--- src/rtl/assert_macros.svh ---
// ----------------------------------------------------------------------------
// assert_macros.svh
// assertion helpers shared by the rtl, all sampled on clock, off in reset
// ----------------------------------------------------------------------------
`ifndef ASSERT_MACROS_SVH
`define ASSERT_MACROS_SVH

// same-cycle implication
`define CSRMV_ASSERT_IMPL(lbl, ante, cons, msg) \
   lbl: assert property (@(posedge clock) disable iff (reset) (ante) |-> (cons)) \
      else $error(msg);

// next-cycle implication
`define CSRMV_ASSERT_NEXT(lbl, ante, cons, msg) \
   lbl: assert property (@(posedge clock) disable iff (reset) (ante) |=> (cons)) \
      else $error(msg);

`endif

--- src/rtl/csrmv_pkg.sv ---
// ----------------------------------------------------------------------------
// csrmv_pkg
// shared constants, codes and types of the sparse matvec accumulate core
// ----------------------------------------------------------------------------
`timescale 1ns / 1ps
`default_nettype none

package csrmv_pkg;

   // vector store depth and address width
   localparam int VECTOR_DEPTH = 1024;
   localparam int VEC_AW       = $clog2(VECTOR_DEPTH);

   // field widths
   localparam int IDX_W  = 10;
   localparam int COL_W  = 24;
   localparam int DATA_W = 32;

   // csr port
   localparam int CSR_AW = 3;
   localparam logic CSR_IDX_START_COLUMN = 1'b0;

   typedef logic [1:0] req_kind_type;
   typedef logic [1:0] status_type;

   localparam req_kind_type REQ_WRITE_X = 2'd0;
   localparam req_kind_type REQ_WRITE_Y = 2'd1;
   localparam req_kind_type REQ_READ_Y  = 2'd2;
   localparam req_kind_type REQ_ACCUM   = 2'd3;

   localparam status_type ST_OK    = 2'd0;
   localparam status_type ST_RANGE = 2'd1;
   localparam status_type ST_SAT   = 2'd2;

   // multiply-accumulate result handed to the sequencer
   typedef struct packed {
      logic                     sat;
      logic signed [DATA_W-1:0] sum;
      logic signed [DATA_W-1:0] y_old;
   } mac_out_type;

endpackage

`default_nettype wire

--- src/rtl/csrmv_csr.sv ---
// ----------------------------------------------------------------------------
// csrmv_csr
// apb register block holding start_column
// ----------------------------------------------------------------------------
`timescale 1ns / 1ps
`default_nettype none

module csrmv_csr (
   input  wire logic                        clock,
   input  wire logic                        reset,
   input  wire logic                        psel,
   input  wire logic                        penable,
   input  wire logic                        pwrite,
   input  wire logic [csrmv_pkg::CSR_AW-1:0] paddr,
   input  wire logic [31:0]                 pwdata,
   output logic      [31:0]                 prdata,
   output logic                             pready,
   output logic      [csrmv_pkg::COL_W-1:0] start_column
);
   import csrmv_pkg::*;

   logic [COL_W-1:0] start_column_ff;
   logic [COL_W-1:0] start_column_in;
   logic             reg_idx;
   logic             wr_beat;

   // byte lanes ignored, one word per register
   assign reg_idx = paddr[CSR_AW-1];
   assign pready  = 1'b1;
   assign wr_beat = psel && penable && pwrite && pready;

   always_comb begin
      start_column_in = start_column_ff;
      if (wr_beat && (reg_idx == CSR_IDX_START_COLUMN)) begin
         start_column_in = pwdata[COL_W-1:0];
      end
   end

   always_ff @(posedge clock) begin
      if (reset) begin
         start_column_ff <= '0;
      end else begin
         start_column_ff <= start_column_in;
      end
   end

   always_comb begin
      prdata = '0;
      if (reg_idx == CSR_IDX_START_COLUMN) begin
         prdata = {{(32-COL_W){1'b0}}, start_column_ff};
      end
   end

   assign start_column = start_column_ff;

endmodule

`default_nettype wire

--- config.mk ---
export PLATFORM = sky130hd
export DESIGN_NAME = csrmv_csr
export DESIGN_NICKNAME = d
export VERILOG_FILES = /design/src/rtl/assert_macros.svh /design/src/rtl/csrmv_pkg.sv /design/src/rtl/csrmv_csr.sv
export SDC_FILE = /design/constraint.sdc
export NUM_CORES = 1
export LEC_CHECK = 0
export ABC_CLOCK_PERIOD_IN_PS = 1500
export BUFFER_PORTS_ARGS = -buffer_cell sky130_fd_sc_hd__buf_2
export CORE_MARGIN = 2
export CORE_UTILIZATION = 43
export CTS_BUF_LIST = sky130_fd_sc_hd__clkbuf_8 sky130_fd_sc_hd__clkbuf_16
export CTS_CLUSTER_DIAMETER = 120
export DETAILED_ROUTE_END_ITERATION = 6
export GPL_ROUTABILITY_DRIVEN = 0
export PLACE_DENSITY_LB_ADDON = 0.1
export SETUP_SLACK_MARGIN = 0.1
export SKIP_CTS_REPAIR_TIMING = 1
export SYNTH_ARGS = -nofsm -noshare
export SYNTH_HDL_FRONTEND = slang
export SYNTH_SLANG_ARGS = --single-unit
export TNS_END_PERCENT = 20
--- constraint.sdc ---
create_clock -name clock -period 1.5 [get_ports clock]
set_input_delay 0.225 -clock clock [delete_from_list [all_inputs] [get_ports clock]]
set_output_delay 0.225 -clock clock [all_outputs]
set_load 0.03 [all_outputs]
==> metrics.txt <==
yosys warns 0; grt total ovfl 0; Routed Antenna Nets 0; worst-margin pin slew 0.549 ns; unique cell type count in the Yosys netlist 11; GRT Resource Usage Total 0.149; sw power 340 µW; DIE WIDTH 59.9 µm; crit-path max FO 3; mean post-synth cell area 9.46 µm²; Fin. Hold Viols 0; setup slack after layout 0.312 ns; Worst path max stage delay between 0.3 and 0.4 ns; WL met1 approximately 1100 µm; Power Internal approximately 1.1 mW; H-tree depth 1; post-route core utilization 0.583; commonest non-fill, non-tap cell in the layout buf_2; Place WS 0.250 ns; RSZ-0062 raised after global routing no; most frequent cells in the layout buf_2 (77), nand2b_1 (48), mux2i_1 (24), dfxtp_1 (24), nor2b_1 (20); Net Sw Frac 0.237; Root Buffer clkbuf_8; clock transition at the registers of the reported paths approximately 0.080 ns; Clock Path Buffers 2; Comb pwr share 0.156; cell area after layout 1750 µm²; iteration-0 DRC count of the detailed router 33; drt via density around 4.5; per-cell routed wire length between 10 and 15 µm; outcome finished, final reports clean; dpl hpwl about 1900 µm; synthesized area ~1300 µm²; Core ar. 3000 µm²; DR top layer met4; setup_tns 0 ns; largest net degree at the start of global routing 49; post-route minimum period 1.19 ns; CP top delay family flip-flops; Max Clock Skew 0 ns; DRT Pass-1 Iters 4; crit-path cells nor2b_1 > buf_2; Setup-failing EPs final 0; period utilization 0.792; ant diodes 0; Critical Path Source Type flip-flop; Buf/Inv on CP 1; sequential share of the synthesized area 0.358; via count 1102; initial antenna violation count 0; total power 1.44 mW; DP Area 1680 µm²; WL final 2600 µm; Net count, final 254; Slew Limit Fails 0; I/O Buffers 77; HP Class input pin to flip-flop; critical path type flip-flop to output pin; VDD IR max 0.000486 V; Non-Filler Instances 246; CP arrival 0.96 ns; Seq pwr share 0.459; Post-Syn Instances ~140; vias in the first global route 982; critical path endpoint category output pin; DRC violations left 0; synthesized flop and latch total 24; TritonCTS Buffers 3; Initial Util 0.448; static leakage between 0.8 and 0.9 nW; Site Rows 20; area grow syn2layout 30.3%; max FFs per register 24; Placed Instances 242; I/O pin count 97; slew margin rel. 0.634; Clock Sinks 24; Chip Height between 50 and 60 µm; met2 routed WL about 1300 µm; pwr dens between 800 and 900 nW/µm²; global-route wire length before repair 4020 µm; Clk Latency, worst-skew pair approximately 0.26 ns; die area 3590 µm²; maximum capacitance violations 0; CTS tree yes; clock power share 0.385; max frequency 842 MHz; CP max stage cell dfxtp_1; share of cells above drive strength 1 0.408; Min Hold Slack 0.212 ns; metal3 WL about 170 µm; Critical Path RT 1.27 ns
-- worst paths after layout --
path | from | end | depth (start not counted) | slack, ns
setup / recovery | start_column[12] | prdata[12] | 2 | 0.31
hold / removal | pwdata[8] | start_column[8] | 3 | 0.21
setup reg to reg | start_column[12] | start_column[12] | 2 | 0.89
hold reg to reg | start_column[0] | start_column[0] | 2 | 0.48
-- metal layers --
| metal | vias up | track usage |
|---|---|---|
| met5 | - | 0 |
| met4 | 0 | 0.0667 |
| met3 | 2 | 0.0303 |
| met2 | 44 | 0.284 |
| met1 | 491 | 0.153 |
| li1 | 565 | - |
-- power groups by stage --
stage,sequential (mW),clock (mW),combinational [mW]
global placement,0.674,0,0.222
detailed placement,0.675,0,0.226
global route,0.662,0.605,0.244
finish,0.660,0.553,0.224
floorplan,0.702,0,0.151
CTS,0.660,0.573,0.227
-- final cells by class --
type,count,area (µm²)
Multi-Input combinational cell,106,744
Clock buffer,3,41.3
Sequential cell,24,480
Tap cell,33,41.3
Fill cell,281,1250
Timing Repair Buffer,79,413
Clock inverter,1,30.0
-- kinds of logic after synthesis --
logic type / count (synthesis) / share of synthesized area
simple gates: 73 / 0.350
mux: 24 / 0.179
flops: 24 / 0.358
buf+inv: 19 / 0.108
other cells: 2 / 0.00559
-- cell usage after synthesis --
library cell / n / area share
mux2i_1: 24 / 0.18
clkbuf_1: 7 / 0.020
buf_4: 9 / 0.050
buf_6: 1 / 0.0084
dfxtp_1: 24 / 0.36
and4b_1: 1 / 0.0074
conb_1: 2 / 0.0056
nor2b_1: 20 / 0.093
and2b_2: 4 / 0.026
nand2b_1: 48 / 0.22
buf_12: 2 / 0.030
-- worst min-delay path, cell delays in order --
cell	delay, ns
buf_2	0.09
nand2b_1	0.05
mux2i_1	0.06
Power figures use the tool's default switching activity.
