$ cat config.mk
export PLATFORM = sky130hd
export DESIGN_NAME = csrmv_mac
export DESIGN_NICKNAME = d
export VERILOG_FILES = /design/src/rtl/assert_macros.svh /design/src/rtl/csrmv_pkg.sv /design/src/rtl/csrmv_mac.sv
export SDC_FILE = /design/constraint.sdc
export NUM_CORES = 2
export LEC_CHECK = 0
export BUFFER_PORTS_ARGS = -buffer_cell sky130_fd_sc_hd__buf_2
export CORE_ASPECT_RATIO = 1.1
export CORE_MARGIN = 2
export CORE_UTILIZATION = 50
export DETAILED_ROUTE_END_ITERATION = 6
export HOLD_SLACK_MARGIN = 0.08
export PLACE_DENSITY = 0.69
export SYNTH_ARGS = -nofsm -noshare
export SYNTH_HDL_FRONTEND = slang
export SYNTH_SLANG_ARGS = --single-unit
$ cat constraint.sdc
create_clock -name clock -period 7.45 [get_ports clock]
set_input_delay 0.3725 -clock clock [delete_from_list [all_inputs] [get_ports clock]]
set_output_delay 0.3725 -clock clock [all_outputs]
set_load 0.005 [all_outputs]
$ cat src/rtl/assert_macros.svh
// ----------------------------------------------------------------------------
// assert_macros.svh
// assertion helpers shared by the rtl, all sampled on clock, off in reset
// ----------------------------------------------------------------------------
`ifndef ASSERT_MACROS_SVH
`define ASSERT_MACROS_SVH

// same-cycle implication
`define CSRMV_ASSERT_IMPL(lbl, ante, cons, msg) \
   lbl: assert property (@(posedge clock) disable iff (reset) (ante) |-> (cons)) \
      else $error(msg);

// next-cycle implication
`define CSRMV_ASSERT_NEXT(lbl, ante, cons, msg) \
   lbl: assert property (@(posedge clock) disable iff (reset) (ante) |=> (cons)) \
      else $error(msg);

`endif

$ cat src/rtl/csrmv_pkg.sv
// ----------------------------------------------------------------------------
// csrmv_pkg
// shared constants, codes and types of the sparse matvec accumulate core
// ----------------------------------------------------------------------------
`timescale 1ns / 1ps
`default_nettype none

package csrmv_pkg;

   // vector store depth and address width
   localparam int VECTOR_DEPTH = 1024;
   localparam int VEC_AW       = $clog2(VECTOR_DEPTH);

   // field widths
   localparam int IDX_W  = 10;
   localparam int COL_W  = 24;
   localparam int DATA_W = 32;

   // csr port
   localparam int CSR_AW = 3;
   localparam logic CSR_IDX_START_COLUMN = 1'b0;

   typedef logic [1:0] req_kind_type;
   typedef logic [1:0] status_type;

   localparam req_kind_type REQ_WRITE_X = 2'd0;
   localparam req_kind_type REQ_WRITE_Y = 2'd1;
   localparam req_kind_type REQ_READ_Y  = 2'd2;
   localparam req_kind_type REQ_ACCUM   = 2'd3;

   localparam status_type ST_OK    = 2'd0;
   localparam status_type ST_RANGE = 2'd1;
   localparam status_type ST_SAT   = 2'd2;

   // multiply-accumulate result handed to the sequencer
   typedef struct packed {
      logic                     sat;
      logic signed [DATA_W-1:0] sum;
      logic signed [DATA_W-1:0] y_old;
   } mac_out_type;

endpackage

`default_nettype wire

$ cat src/rtl/csrmv_mac.sv
// ----------------------------------------------------------------------------
// csrmv_mac
// q16.16 multiply with registered product, then saturating add into y
// ----------------------------------------------------------------------------
`timescale 1ns / 1ps
`default_nettype none

module csrmv_mac (
   input  wire logic                                clock,
   input  wire logic                                load,
   input  wire logic signed [csrmv_pkg::DATA_W-1:0] value,
   input  wire logic signed [csrmv_pkg::DATA_W-1:0] x_data,
   input  wire logic signed [csrmv_pkg::DATA_W-1:0] y_data,
   output csrmv_pkg::mac_out_type                   result
);
   import csrmv_pkg::*;

   localparam int PROD_W = 2 * DATA_W;
   localparam int SUM_W  = PROD_W - 16 + 1;

   logic signed [PROD_W-1:0] prod_ff;
   logic signed [PROD_W-1:0] prod_in;
   logic signed [DATA_W-1:0] y_ff;
   logic signed [SUM_W-1:0]  sum_wide;
   logic                     over_pos;
   logic                     over_neg;

   assign prod_in = value * x_data;

   always_ff @(posedge clock) begin
      if (load) begin
         prod_ff <= prod_in;
         y_ff    <= y_data;
      end
   end

   // floor shift by 16 is just dropping the low bits
   assign sum_wide = $signed({{(SUM_W-DATA_W){y_ff[DATA_W-1]}}, y_ff})
                   + $signed({prod_ff[PROD_W-1], prod_ff[PROD_W-1:16]});

   assign over_pos = !sum_wide[SUM_W-1] && (|sum_wide[SUM_W-2:DATA_W-1]);
   assign over_neg = sum_wide[SUM_W-1] && !(&sum_wide[SUM_W-2:DATA_W-1]);

   always_comb begin
      result.y_old = y_ff;
      result.sat   = over_pos || over_neg;
      if (over_pos) begin
         result.sum = {1'b0, {(DATA_W-1){1'b1}}};
      end else if (over_neg) begin
         result.sum = {1'b1, {(DATA_W-1){1'b0}}};
      end else begin
         result.sum = sum_wide[DATA_W-1:0];
      end
   end

endmodule

`default_nettype wire

==> impl_metrics.ini <==
[drt]
detail_route.wirelength_um = 107500
wirelength_met1_um = 40130
dr.pass1.iters = 5
met3_wirelength_um = 3791
met2WireLength_um = 57910
drt-wirelength-per-cell_um = 18.88
routed_via_density = 5.240
vias = 29850
routed.top_layer = met5
detail_route.drc_violations = 0
detail_route.iter0.violations = 1649
final_ant_viol_nets = 0

[layout]
fill_cell_instance_count_of_the_final_layout = 6973
final_design_area_no_fill_um2 = 46580
post_route_cells_drive_above_1_share = 0.1519
layout.nets = 6044
syn_to_final_growth_pct = 14.06

[clocking]
ctsHtreeMaxLevel = 3
tritoncts = done
clock_tree.buffer_depth = 2
clock_pin_slew_reported_for_the_worst_setup_and_hold_paths_after_clock_tree_synthesis_ns = 0.07
cts_buffers = 9
ctsRootBufferMaster = sky130_fd_sc_hd__clkbuf_16
clock_sinks = 80

[floorplanning]
rows = 109
ioPinCount = 163
die_h_um = 303.8
dieArea_um2 = 83990
floorplan.initialDensity = 0.5067
fp.dieW_um = 276.5
core_region_area_um2 = 80600

[logic_synthesis]
syn_nets = 5660
synth_sequential_area_ratio = 0.05882
syn_area_um2 = 40840
yosys.cell_types.count = 80
synth_area_leader_cell = sky130_fd_sc_hd__fa_1
post_synth_inst_count = 4252
netlist_top_cells_area = sky130_fd_sc_hd__fa_1 (53%), sky130_fd_sc_hd__inv_1 (8.9%), sky130_fd_sc_hd__and2_1 (7.9%)
synth_enable_flop_cells = 80
synth_commonest_cells = sky130_fd_sc_hd__fa_1 (1082), sky130_fd_sc_hd__inv_1 (965), sky130_fd_sc_hd__nand2_1 (550), sky130_fd_sc_hd__and2_1 (517), sky130_fd_sc_hd__ha_1 (228)
async_reset_ff_frac = 0
synth_largest_type_area_fraction = 0.5304
synth_most_common_cell = sky130_fd_sc_hd__fa_1
synthesis.area_per_instance_um2 = 9.605
yosysWarningCount = 0
synthFlopType = sky130_fd_sc_hd__edfxtp_1
yosys_register_bits = 80

[worst_setup_path]
critPathArrivalTime_ns = 7.54
worst-path-max-fanout = 8
required_ns = 7.55
crit_buf_inv = 7
worst_setup_path_start_kind = input port
timing_worst_setup_path_type = in2reg
crit_slowest_cell = sky130_fd_sc_hd__fa_2
path_delay_family = adder cells
crit_end = prod_ff[58]
setup.worst_path.start = value[13]
crit_top_cell = sky130_fd_sc_hd__fa_1
critical_path_depth = 28
crit_path_max_incr_delay_ns = 0.62
cp-end-kind = register

[placed_design]
pre_cts_ws_ns = -0.7686
postPlaceCellArea_um2 = 45420
dpl.hpwl_um = 95140
port_buffers = 162
gp_congestion = 0.9209

[hold_path]
hold_depth = 1
worst_hold_path_class = in2reg

[global_routing]
grt.overflow.total = 0
largest_net_degree_at_the_start_of_global_routing = 46
number_of_antenna_violations_at_the_first_check_in_global_routing = 3
grt_usage = 0.2618
number_of_global_route_vias_before_repair = 32620
grt_pass1_wl_um = 172300

[sta]
setup_repair_after_global_routing_missed_its_margin = yes
hold_viol = 0
timing_worst_slew_pin_value_ns = 1.097
relSlewSlack = 0.2669
layout_worst_path_cycle_share = 0.9982
final-setup-viol-count = 0
slew_violations = 0
setup_ws_ns = 0.01309
final_critical_period_ns = 7.437
maximum_frequency_from_static_timing_analysis_mhz = 134.5
accumulated_negative_setup_slack_ns = 0

[run]
maxCapViolations = 0

[outcome]
run_status = finished, final reports clean
timing repair:
item,4_1_cts,5_1_grt
buffers inserted,0,21
hold buffers,0,0
resized for setup,43,123
pin swaps,11,56
gates cloned,0,6
endpoints found under the setup margin,17,18
cells in the final DEF (no fill, tap or decap), types with 6 or more instances in the layout:
| cell type | synthesis | layout |
|---|---|---|
| sky130_fd_sc_hd__o21ai_1 | 20 | 24 |
| sky130_fd_sc_hd__a21oi_1 | 82 | 70 |
| sky130_fd_sc_hd__buf_4 | 1 | 395 |
| sky130_fd_sc_hd__a21oi_2 | 1 | 13 |
| sky130_fd_sc_hd__buf_6 | 5 | 27 |
| sky130_fd_sc_hd__o21ai_2 | 19 | 24 |
| sky130_fd_sc_hd__clkbuf_4 | 0 | 11 |
| sky130_fd_sc_hd__edfxtp_1 | 80 | 80 |
| sky130_fd_sc_hd__fa_2 | 0 | 19 |
| sky130_fd_sc_hd__o21ai_0 | 50 | 41 |
| sky130_fd_sc_hd__nand4_1 | 14 | 14 |
| sky130_fd_sc_hd__a21o_1 | 51 | 51 |
| sky130_fd_sc_hd__and3_1 | 12 | 10 |
| sky130_fd_sc_hd__buf_12 | 0 | 29 |
| sky130_fd_sc_hd__buf_2 | 10 | 118 |
| sky130_fd_sc_hd__xor2_1 | 34 | 34 |
| sky130_fd_sc_hd__nand3_1 | 24 | 24 |
| sky130_fd_sc_hd__clkbuf_16 | 0 | 15 |
| sky130_fd_sc_hd__fa_1 | 1082 | 1063 |
| sky130_fd_sc_hd__ha_1 | 228 | 223 |
| sky130_fd_sc_hd__nor2_1 | 68 | 68 |
| sky130_fd_sc_hd__a211oi_1 | 8 | 6 |
| sky130_fd_sc_hd__nor3_1 | 17 | 16 |
| sky130_fd_sc_hd__nand2_1 | 550 | 549 |
| sky130_fd_sc_hd__and2_1 | 517 | 513 |
| sky130_fd_sc_hd__inv_1 | 965 | 960 |
| sky130_fd_sc_hd__a31oi_1 | 9 | 9 |
| sky130_fd_sc_hd__nor2b_1 | 9 | 9 |
| sky130_fd_sc_hd__o21bai_1 | 17 | 17 |
| sky130_fd_sc_hd__xnor2_1 | 58 | 57 |
| sky130_fd_sc_hd__nand2b_1 | 14 | 14 |
| sky130_fd_sc_hd__o21a_1 | 12 | 12 |
through the flow:
stage | utilization | hold WS (ns) | cells
after floorplan | - | 0.4714 | 4252
after global placement | 0.5636 | 0.5493 | 5652
after detailed placement | 0.5636 | 0.5509 | 5652
after CTS | 0.5693 | 0.1560 | 5668
after global routing | 0.5780 | 0.1600 | 5696
final | 0.5780 | 0.1800 | 5696
worst min-delay path by stage:
stage / from / end / slack [ns]
after CTS: y_data[22] / y_ff[22] / 0.16
after global placement: y_data[21] / y_ff[21] / 0.55
after floorplan: y_data[0] / y_ff[0] / 0.47
after global routing: y_data[5] / y_ff[5] / 0.16
after detailed placement: y_data[22] / y_ff[22] / 0.55
final: y_data[30] / y_ff[30] / 0.18
area by class of cell:
type                            count  area, um2  share of cell area
Antenna cell                        1      2.502          0.00005372
Clock buffer                       10      229.0            0.004915
Clock inverter                      6      83.83            0.001800
Inverter                          965       3630             0.07792
Multi-Input combinational cell   2993      34230              0.7348
Sequential cell                    80       2402             0.05157
Tap cell                         1054       1319             0.02831
Timing Repair Buffer              587       4688              0.1006
registers in the layout, summed over array words and instances, names as in the netlist:
signal / flops
y_ff: 32
prod_ff: 48
logic make-up (layout without fill, tap and decap cells):
logic type | Yosys count | count (layout) | synth area share
buffers and inverters | 1179 | 1568 | 0.1097
adders and majority gates | 1310 | 1310 | 0.6002
and+or+nand+nor | 1262 | 1262 | 0.1566
muxes | 2 | 2 | 0.0005208
AOI/OAI and AO/OA | 327 | 327 | 0.05438
xor gates and xnor gates | 92 | 92 | 0.01973
other | 0 | 1 | 0
DFF | 80 | 80 | 0.05882
routing by layer:
layer | GRT usage | up-vias
li1 | - | 13290
met1 | 0.3123 | 15580
met2 | 0.4800 | 727
met3 | 0.02167 | 247
met4 | 0.1206 | 2
met5 | 0 | -
Power is not shown: default switching activity piles up to over one toggle a cycle in this logic, so the estimate is an artifact.
